===== src/hdl/clnbs_pkg.sv =====
// Shared types and constants for the character LCD nibble bus sequencer.
package clnbs_pkg;

    typedef enum logic [1:0] {
        OP_CMD    = 2'd0,
        OP_CHAR   = 2'd1,
        OP_SETPOS = 2'd2,
        OP_INIT   = 2'd3
    } t_op;

    typedef enum logic [1:0] {
        ST_IDLE,
        ST_LOAD,
        ST_SHOW
    } t_state;

    typedef enum logic [1:0] {
        REG_BUSY_WAIT    = 2'd0,
        REG_FUNCTION_SET = 2'd1,
        REG_ENTRY_MODE   = 2'd2
    } t_reg_idx;

    // Controller to datapath.
    typedef struct packed {
        logic capture;
        logic load;
    } t_cmd;

    // Datapath to controller.
    typedef struct packed {
        logic evt_last;
    } t_status;

    localparam logic [7:0] BUSY_WAIT_RST    = 8'd75;
    localparam logic [7:0] FUNCTION_SET_RST = 8'h28;
    localparam logic [7:0] ENTRY_MODE_RST   = 8'h06;

    localparam logic [7:0] CMD_DISPLAY_OFF = 8'h08;
    localparam logic [7:0] CMD_CLEAR       = 8'h01;
    localparam logic [7:0] CMD_DISPLAY_ON  = 8'h0C;
    localparam logic [6:0] ROW1_OFFSET     = 7'h40;

    localparam logic [3:0] NIB_WAKE  = 4'h3;
    localparam logic [3:0] NIB_4BIT  = 4'h2;
    localparam logic [7:0] WAIT_PWR  = 8'd15;
    localparam logic [7:0] WAIT_WAKE = 8'd5;
    localparam logic [7:0] WAIT_LONG = 8'd20;
    localparam logic [7:0] WAIT_CMD  = 8'd1;

    localparam logic [3:0] INIT_FIRST_BYTE = 4'd5;
    localparam logic [3:0] INIT_LAST_EVT   = 4'd14;

endpackage


===== src/hdl/clnbs_ctrl.sv =====
// Controller state machine: request capture and event sequencing.
module clnbs_ctrl (
    input  logic              i_clk,
    input  logic              i_rst_n,
    input  logic              i_in_valid,
    input  logic              i_out_stall,
    input  clnbs_pkg::t_status i_status,
    output clnbs_pkg::t_cmd   o_cmd,
    output logic              o_in_stall,
    output logic              o_out_valid
);

    clnbs_pkg::t_state r_state;
    clnbs_pkg::t_state n_state;

    always_ff @(posedge i_clk) begin
        if (!i_rst_n) begin
            r_state <= clnbs_pkg::ST_IDLE;
        end else begin
            r_state <= n_state;
        end
    end

    always_comb begin
        n_state = r_state;
        case (r_state)
            clnbs_pkg::ST_IDLE: begin
                if (i_in_valid) begin
                    n_state = clnbs_pkg::ST_LOAD;
                end
            end
            clnbs_pkg::ST_LOAD: begin
                n_state = clnbs_pkg::ST_SHOW;
            end
            clnbs_pkg::ST_SHOW: begin
                if (!i_out_stall && i_status.evt_last) begin
                    n_state = clnbs_pkg::ST_IDLE;
                end
            end
            default: begin
                n_state = clnbs_pkg::ST_IDLE;
            end
        endcase
    end

    always_comb begin
        o_cmd       = '0;
        o_in_stall  = 1'b1;
        o_out_valid = 1'b0;
        case (r_state)
            clnbs_pkg::ST_IDLE: begin
                o_in_stall     = 1'b0;
                o_cmd.capture  = i_in_valid;
            end
            clnbs_pkg::ST_LOAD: begin
                o_cmd.load = 1'b1;
            end
            clnbs_pkg::ST_SHOW: begin
                o_out_valid = 1'b1;
                // The next event replaces the shown one in the cycle it is taken.
                o_cmd.load  = !i_out_stall && !i_status.evt_last;
            end
            default: begin
                o_in_stall = 1'b1;
            end
        endcase
    end

endmodule


===== src/hdl/clnbs_dp.sv =====
// Datapath: settings, captured request, event counter and output register.
module clnbs_dp #(
    parameter int ROW_LENGTH = 20
) (
    input  logic               i_clk,
    input  logic               i_rst_n,
    input  clnbs_pkg::t_cmd    i_cmd,
    input  logic               i_cfg_we,
    input  logic [1:0]         i_cfg_index,
    input  logic [7:0]         i_cfg_data,
    input  logic [1:0]         i_operation,
    input  logic [7:0]         i_value,
    input  logic [1:0]         i_row,
    input  logic [4:0]         i_column,
    output clnbs_pkg::t_status o_status,
    output logic               o_register_select,
    output logic               o_strobe_res,
    output logic [3:0]         o_nibble,
    output logic [7:0]         o_wait_after,
    output logic               o_last
);

    localparam logic [6:0] ROW2_OFFSET = 7'(ROW_LENGTH);
    localparam logic [6:0] ROW3_OFFSET = 7'(64 + ROW_LENGTH);

    logic [7:0]   r_busy_wait;
    logic [7:0]   r_function_set;
    logic [7:0]   r_entry_mode;
    clnbs_pkg::t_op r_op;
    logic [7:0]   r_byte;
    logic [3:0]   r_idx;
    logic         r_rs;
    logic         r_strobe;
    logic [3:0]   r_nib;
    logic [7:0]   r_wait;
    logic         r_last;

    clnbs_pkg::t_op in_op;
    logic [6:0]   row_offset;
    logic [6:0]   addr_sum;
    logic [7:0]   cap_byte;
    logic         n_rs;
    logic         n_strobe;
    logic [3:0]   n_nib;
    logic [7:0]   n_wait;
    logic         n_last;
    logic [3:0]   init_pos;
    logic [7:0]   init_byte;

    assign in_op = clnbs_pkg::t_op'(i_operation);

    always_comb begin
        case (i_row)
            2'd1:    row_offset = clnbs_pkg::ROW1_OFFSET;
            2'd2:    row_offset = ROW2_OFFSET;
            2'd3:    row_offset = ROW3_OFFSET;
            default: row_offset = 7'd0;
        endcase
        // The DDRAM address is seven bits wide and wraps.
        addr_sum = row_offset + {2'b00, i_column};
        cap_byte = (in_op == clnbs_pkg::OP_SETPOS) ? {1'b1, addr_sum} : i_value;
    end

    always_ff @(posedge i_clk) begin
        if (!i_rst_n) begin
            r_busy_wait    <= clnbs_pkg::BUSY_WAIT_RST;
            r_function_set <= clnbs_pkg::FUNCTION_SET_RST;
            r_entry_mode   <= clnbs_pkg::ENTRY_MODE_RST;
        end else if (i_cfg_we) begin
            case (clnbs_pkg::t_reg_idx'(i_cfg_index))
                clnbs_pkg::REG_BUSY_WAIT:    r_busy_wait    <= i_cfg_data;
                clnbs_pkg::REG_FUNCTION_SET: r_function_set <= i_cfg_data;
                clnbs_pkg::REG_ENTRY_MODE:   r_entry_mode   <= i_cfg_data;
                default: ;
            endcase
        end
    end

    // Event generator for the current position in the run.
    always_comb begin
        init_pos = r_idx - clnbs_pkg::INIT_FIRST_BYTE;
        case (init_pos[3:1])
            3'd0:    init_byte = r_function_set;
            3'd1:    init_byte = clnbs_pkg::CMD_DISPLAY_OFF;
            3'd2:    init_byte = clnbs_pkg::CMD_CLEAR;
            3'd3:    init_byte = clnbs_pkg::CMD_DISPLAY_ON;
            default: init_byte = r_entry_mode;
        endcase
        n_rs     = 1'b0;
        n_strobe = 1'b1;
        n_nib    = 4'h0;
        n_wait   = 8'd0;
        n_last   = 1'b0;
        if (r_op == clnbs_pkg::OP_INIT) begin
            case (r_idx) inside
                4'd0: begin
                    n_strobe = 1'b0;
                    n_wait   = clnbs_pkg::WAIT_PWR;
                end
                [4'd1:4'd3]: begin
                    n_nib  = clnbs_pkg::NIB_WAKE;
                    n_wait = clnbs_pkg::WAIT_WAKE;
                end
                4'd4: begin
                    n_nib  = clnbs_pkg::NIB_4BIT;
                    n_wait = clnbs_pkg::WAIT_LONG;
                end
                default: begin
                    if (!init_pos[0]) begin
                        n_nib = init_byte[7:4];
                    end else begin
                        n_nib  = init_byte[3:0];
                        n_wait = (init_pos[3:1] == 3'd2) ? clnbs_pkg::WAIT_LONG
                                                         : clnbs_pkg::WAIT_CMD;
                    end
                    n_last = (r_idx == clnbs_pkg::INIT_LAST_EVT);
                end
            endcase
        end else begin
            n_rs = (r_op == clnbs_pkg::OP_CHAR);
            if (r_idx[0] == 1'b0) begin
                n_nib = r_byte[7:4];
            end else begin
                n_nib  = r_byte[3:0];
                n_wait = r_busy_wait;
                n_last = 1'b1;
            end
        end
    end

    always_ff @(posedge i_clk) begin
        if (!i_rst_n) begin
            r_idx <= 4'd0;
        end else if (i_cmd.capture) begin
            r_idx <= 4'd0;
        end else if (i_cmd.load) begin
            r_idx <= r_idx + 4'd1;
        end
    end

    always_ff @(posedge i_clk) begin
        if (i_cmd.capture) begin
            r_op   <= in_op;
            r_byte <= cap_byte;
        end
        if (i_cmd.load) begin
            r_rs     <= n_rs;
            r_strobe <= n_strobe;
            r_nib    <= n_nib;
            r_wait   <= n_wait;
            r_last   <= n_last;
        end
    end

    assign o_status.evt_last = r_last;
    assign o_register_select = r_rs;
    assign o_strobe_res      = r_strobe;
    assign o_nibble          = r_nib;
    assign o_wait_after      = r_wait;
    assign o_last            = r_last;

endmodule


===== src/hdl/char_lcd_nibble_bus_sequencer.sv =====
// Top level of the character LCD nibble bus sequencer.
//
//   Channel  Direction  Handshake              Payload
//   in       into       i_in_valid/o_in_stall  operation, value, row, column
//   out      out of     o_out_valid/i_out_stall register_select, strobe_res,
//                                              nibble, wait_after, last
//   cfg      into       i_cfg_we               i_cfg_index, i_cfg_data
//
// One request is taken at a time. Capturing the request leads to a load state that
// fills the output register with the first event, which is then shown; each further
// event is loaded into the output register as the previous one transfers. A byte
// write is a run of two events, initialisation a run of fifteen.
// Synchronous reset returns to idle and restores the three settings.
// An output stall holds the shown event; the request side stalls until the
// final event of a run has transferred.
module char_lcd_nibble_bus_sequencer #(
    parameter int ROW_LENGTH = 20
) (
    input  logic       i_clk,
    input  logic       i_rst_n,
    input  logic       i_in_valid,
    output logic       o_in_stall,
    input  logic [1:0] i_operation,
    input  logic [7:0] i_value,
    input  logic [1:0] i_row,
    input  logic [4:0] i_column,
    output logic       o_out_valid,
    input  logic       i_out_stall,
    output logic       o_register_select,
    output logic       o_strobe_res,
    output logic [3:0] o_nibble,
    output logic [7:0] o_wait_after,
    output logic       o_last,
    input  logic       i_cfg_we,
    input  logic [1:0] i_cfg_index,
    input  logic [7:0] i_cfg_data
);

    clnbs_pkg::t_cmd    cmd;
    clnbs_pkg::t_status status;

    clnbs_ctrl u_ctrl (
        .i_clk       (i_clk),
        .i_rst_n     (i_rst_n),
        .i_in_valid  (i_in_valid),
        .i_out_stall (i_out_stall),
        .i_status    (status),
        .o_cmd       (cmd),
        .o_in_stall  (o_in_stall),
        .o_out_valid (o_out_valid)
    );

    clnbs_dp #(
        .ROW_LENGTH (ROW_LENGTH)
    ) u_dp (
        .i_clk             (i_clk),
        .i_rst_n           (i_rst_n),
        .i_cmd             (cmd),
        .i_cfg_we          (i_cfg_we),
        .i_cfg_index       (i_cfg_index),
        .i_cfg_data        (i_cfg_data),
        .i_operation       (i_operation),
        .i_value           (i_value),
        .i_row             (i_row),
        .i_column          (i_column),
        .o_status          (status),
        .o_register_select (o_register_select),
        .o_strobe_res      (o_strobe_res),
        .o_nibble          (o_nibble),
        .o_wait_after      (o_wait_after),
        .o_last            (o_last)
    );

`ifndef SYNTHESIS
    a_no_overlap: assert property (@(posedge i_clk) disable iff (!i_rst_n)
        !o_in_stall |-> !o_out_valid)
        else $error("output event shown while requests are being taken");

    a_run_ends: assert property (@(posedge i_clk) disable iff (!i_rst_n)
        (o_out_valid && !i_out_stall && o_last) |=> !o_out_valid)
        else $error("events continue after the final transfer of a run");

    a_busy_after_take: assert property (@(posedge i_clk) disable iff (!i_rst_n)
        (i_in_valid && !o_in_stall) |=> o_in_stall)
        else $error("request side not stalled after a request transfer");
`endif

endmodule

===== config.mk =====
export PLATFORM = sky130hd
export DESIGN_NAME = char_lcd_nibble_bus_sequencer
export DESIGN_NICKNAME = d
export VERILOG_FILES = /design/src/hdl/clnbs_pkg.sv /design/src/hdl/clnbs_ctrl.sv /design/src/hdl/clnbs_dp.sv /design/src/hdl/char_lcd_nibble_bus_sequencer.sv
export SDC_FILE = /design/constraint.sdc
export NUM_CORES = 1
export LEC_CHECK = 0
export ABC_AREA = 1
export BUFFER_PORTS_ARGS = -buffer_cell sky130_fd_sc_hd__buf_4
export CELL_PAD_IN_SITES_DETAIL_PLACEMENT = 0
export CELL_PAD_IN_SITES_GLOBAL_PLACEMENT = 1
export CORE_UTILIZATION = 46
export CTS_BUF_LIST = sky130_fd_sc_hd__clkbuf_8
export DETAILED_ROUTE_END_ITERATION = 8
export PLACE_DENSITY = 0.86
export SYNTH_ARGS = -nofsm -noshare
export SYNTH_HDL_FRONTEND = slang
export SYNTH_HIERARCHICAL = 1
export SYNTH_SLANG_ARGS = --single-unit

===== constraint.sdc =====
create_clock -name i_clk -period 5.66 [get_ports i_clk]
set_clock_uncertainty 0.05 [all_clocks]
set_input_delay 0.283 -clock i_clk [delete_from_list [all_inputs] [get_ports i_clk]]
set_output_delay 0.283 -clock i_clk [all_outputs]
set_load 0.01 [all_outputs]

==> results.cfg <==
[grt]
wire_length_of_the_first_global_routing_pass_mm = 9.232
gr-usage-met2_pct = 31.48
globalRouteTotalUtil_pct = 18.89
via_count_of_the_first_global_routing_pass = 2019
overflow = 0
grt_util_met1_pct = 25.42
grt-busiest-layer = met2
globalRouteMet3Util_pct = 3.793
grt_antenna_before_repair = 0
grt_start_max_net_pins = 27

[floorplan]
core_sq_um = 5608
die-area_sq_um = 6211
fp-row-count = 27
die-width_um = 78.81
io_pins = 49
initial_core_utilization_pct = 48.39
fp.dieH_um = 78.81

[sta]
report.final.hold_viol_count = 0
grt_setup_unrepaired = no
worst_slew_pin_tran_ns = 0.5241
setup-tns-final_ns = 0
min_period_ns = 2.315
setup_viol = 0
max_slew_margin_pct = 64.87
finalCritPeriodShare_pct = 40.90
maximum_clock_frequency_mhz = 432.0
maxSlewViolCount = 0

[critical_path]
critPathTopFamily = buffers and inverters
crit_chain = buf_4 -> clkinv_1 -> ha_1 -> inv_1 -> nand2_2 -> nand2_2 -> nor2_8 -> nand3_1 -> nand2_1 -> nand2_1 -> nand3_1 -> nand2_1 -> nand2_1
cp.arrival_ns = 2.33
timing_worst_setup_path_type = reg -> reg
worst-path-buf-inv = 3
cp.required_ns = 5.67
worstSetupStartpointType = flop
critPathMaxStageDelay_ns = 0.34
critical_path.most_common_cell = sky130_fd_sc_hd__nand2_1
setup.worst_path.end_class = flop
worstPathMaxFanout = 22
critical-path-slowest-cell = sky130_fd_sc_hd__ha_1

[final_layout]
layout.nets = 410
multi_input_area_sq_um = 1164
sequential_cell_area_sq_um = 1351
layout-area-overhead-vs-synth_pct = 18.40
final.fill_count = 545
final_design_area_no_fill_sq_um = 3213
insertedDiodeCount = 0
layout-drive-gt1-share_pct = 22.55

[power_and_ir_drop]
p_leak_nw = 1.419
ir_worst_vdd_mv = 0.2298
power.internal_mw = 0.7625
cellPowerDensity_nw_per_um2 = 361.5
power.share.combinational_pct = 34.5
power_frac_seq_pct = 46.1
fin_total_pwr_mw = 1.162
power.share.switching_pct = 34.35
clockPowerShare_pct = 19.4
p_sw_mw = 0.3990

[synth]
yosysWarnings = 6
async_flop_share_pct = 0
synthesis.nets = 363
synthesis.instances = 320
synth.avg_cell_area_sq_um = 8.481
yosys_most_used_dff = sky130_fd_sc_hd__dfxtp_1
synth_cell_types = 32
yosys_register_bits = 55
number_of_enable_type_register_cells_in_the_synthesized_netlist = 25
netlist_area_before_placement_sq_um = 2714
seq_area_frac_synth_pct = 49.79

[routing]
route.detailed.drc = 0
vias_per_cell = 5.027
first_pass_iters = 4
route.final.wire_length_mm = 5.548
drt_iter0_drc = 99
detail-route-antenna-nets = 0
via_count = 2212
avgRoutedWirePerCell_um = 12.61

[cts]
cts-hold-fix-buffers = 0
tritoncts_num_sinks = 55
worst_setup_hold_path_clk_slew_ns = 0.09
post_cts_buffers = 0
cts_repair_resize_count = 0
cts.root.buffer_cell = sky130_fd_sc_hd__clkbuf_8
ctsLongestPathBuffers = 2
numCtsBuffers = 5
cts_tree = built
insertion_delay_ns = 0.31
ctsHtreeMaxLevel = 2

[job]
maxCapViolations = 0

[placed_design]
final_hpwl_from_detailed_placement_mm = 4.166
gp_routability_congestion = 0.8399
io_buffer_count = 48
placed_area_sq_um = 3115

[worst_hold_path]
worst_hold_path_type = in -> reg

[status]
status = complete, no violations
## cells in the mapped netlist (5+ instances only)
cell type | number | area, sq um
sky130_fd_sc_hd__nand2_1 | 64 | 240.2
sky130_fd_sc_hd__nor2_1 | 35 | 131.4
sky130_fd_sc_hd__inv_1 | 32 | 120.1
sky130_fd_sc_hd__nand3_1 | 32 | 160.2
sky130_fd_sc_hd__dfxtp_1 | 30 | 600.6
sky130_fd_sc_hd__edfxtp_1 | 25 | 750.7
sky130_fd_sc_hd__o21ai_0 | 25 | 125.1
sky130_fd_sc_hd__a21oi_1 | 14 | 70.07
sky130_fd_sc_hd__ha_1 | 11 | 137.6
sky130_fd_sc_hd__nand2_2 | 8 | 50.05
sky130_fd_sc_hd__nor3_1 | 6 | 30.03
sky130_fd_sc_hd__clkbuf_1 | 5 | 18.77
## logic make-up after synthesis
logic type               share of synthesized area, %
AO/OA/AOI/OAI                                   10.05
XOR/XNOR                                       0.3228
adder cells (fa/ha/maj)                         5.071
buffers and inverters                           7.469
flip-flops                                      49.79
AND/OR/NAND/NOR                                 27.29
## per-stage QoR
step | setup WS [ns] | util (%) | cells | hold slack (ns)
global placement | 3.449 | 55.56 | 432 | 0.3908
CTS | 3.375 | 57.30 | 440 | 0.1034
global route | 3.164 | 57.30 | 440 | 0.09435
detailed placement | 3.404 | 55.56 | 432 | 0.3934
floorplan | 2.896 | - | 320 | 0.3319
finish | 3.345 | 57.30 | 440 | 0.1121
## layout make-up
type                       count  area share, %
clock buffer                   6          2.570
clock inverter                 2         0.4673
inverter                      36          4.206
multi-input combinational    219          36.22
sequential                    55          42.06
tap                           72          2.804
timing repair buffer          50          11.68
## routing by layer
layer	up-vias	share of wire (%)
met2	41	46
met1	1019	50
li1	1148	-
met5	-	0
met4	0	0.68
met3	4	3.6
## worst paths after layout
path	slack (ns)	cells after the start	end	startpoint
setup reg to reg	3.35	13	u_dp/o_nibble[1]	u_dp/r_idx[0]
hold / removal	0.11	1	u_dp/r_op[0]	i_operation[0]
setup / recovery	3.35	13	u_dp/o_nibble[1]	u_dp/r_idx[0]
hold reg to reg	0.42	2	u_dp/r_busy_wait[3]	u_dp/r_busy_wait[3]
## power groups by stage
stage               Clock [mW]  Combinational, mW  Sequential [mW]
floorplan                    0              0.247            0.558
global placement             0              0.396            0.545
detailed placement           0              0.402            0.545
CTS                      0.233              0.404            0.536
global route             0.250              0.446            0.543
finish                   0.225              0.401            0.535
## layout by cell type (no fill, tap or decap)
cell                        n
sky130_fd_sc_hd__nor2_8     1
sky130_fd_sc_hd__or2_2      2
sky130_fd_sc_hd__o21ai_0   25
sky130_fd_sc_hd__nor3_2     2
sky130_fd_sc_hd__nand2_4    2
sky130_fd_sc_hd__nand3_2    3
sky130_fd_sc_hd__a21oi_1   14
sky130_fd_sc_hd__nand2_1   64
sky130_fd_sc_hd__a21boi_2   1
sky130_fd_sc_hd__a211oi_1   1
sky130_fd_sc_hd__nor2_1    35
sky130_fd_sc_hd__nand3_4    1
sky130_fd_sc_hd__o21ai_2    2
sky130_fd_sc_hd__nand4_1    1
sky130_fd_sc_hd__clkbuf_8   6
sky130_fd_sc_hd__a31oi_1    2
sky130_fd_sc_hd__xnor2_1    1
sky130_fd_sc_hd__clkinv_4   1
sky130_fd_sc_hd__nand2_2    8
sky130_fd_sc_hd__dfxtp_1   30
sky130_fd_sc_hd__o21ai_1    2
sky130_fd_sc_hd__nand3_1   32
sky130_fd_sc_hd__edfxtp_1  25
sky130_fd_sc_hd__o211ai_1   3
sky130_fd_sc_hd__buf_4     50
sky130_fd_sc_hd__inv_4      1
sky130_fd_sc_hd__clkinv_1   1
sky130_fd_sc_hd__inv_2      3
sky130_fd_sc_hd__ha_1      11
sky130_fd_sc_hd__nor3_1     6
sky130_fd_sc_hd__inv_1     32
## state kept, by name (all words and copies together) (netlist names)
name	count
u_dp/o_strobe_res	1
u_dp/o_wait_after	8
u_dp/r_op	2
u_dp/r_function_set	8
u_ctrl/r_state	2
u_dp/r_busy_wait	8
u_dp/o_last	1
u_dp/o_register_select	1
u_dp/r_entry_mode	8
u_dp/r_byte	8
u_dp/r_idx	4
u_dp/o_nibble	4
Note: power is estimated with default switching activity, not from simulation.
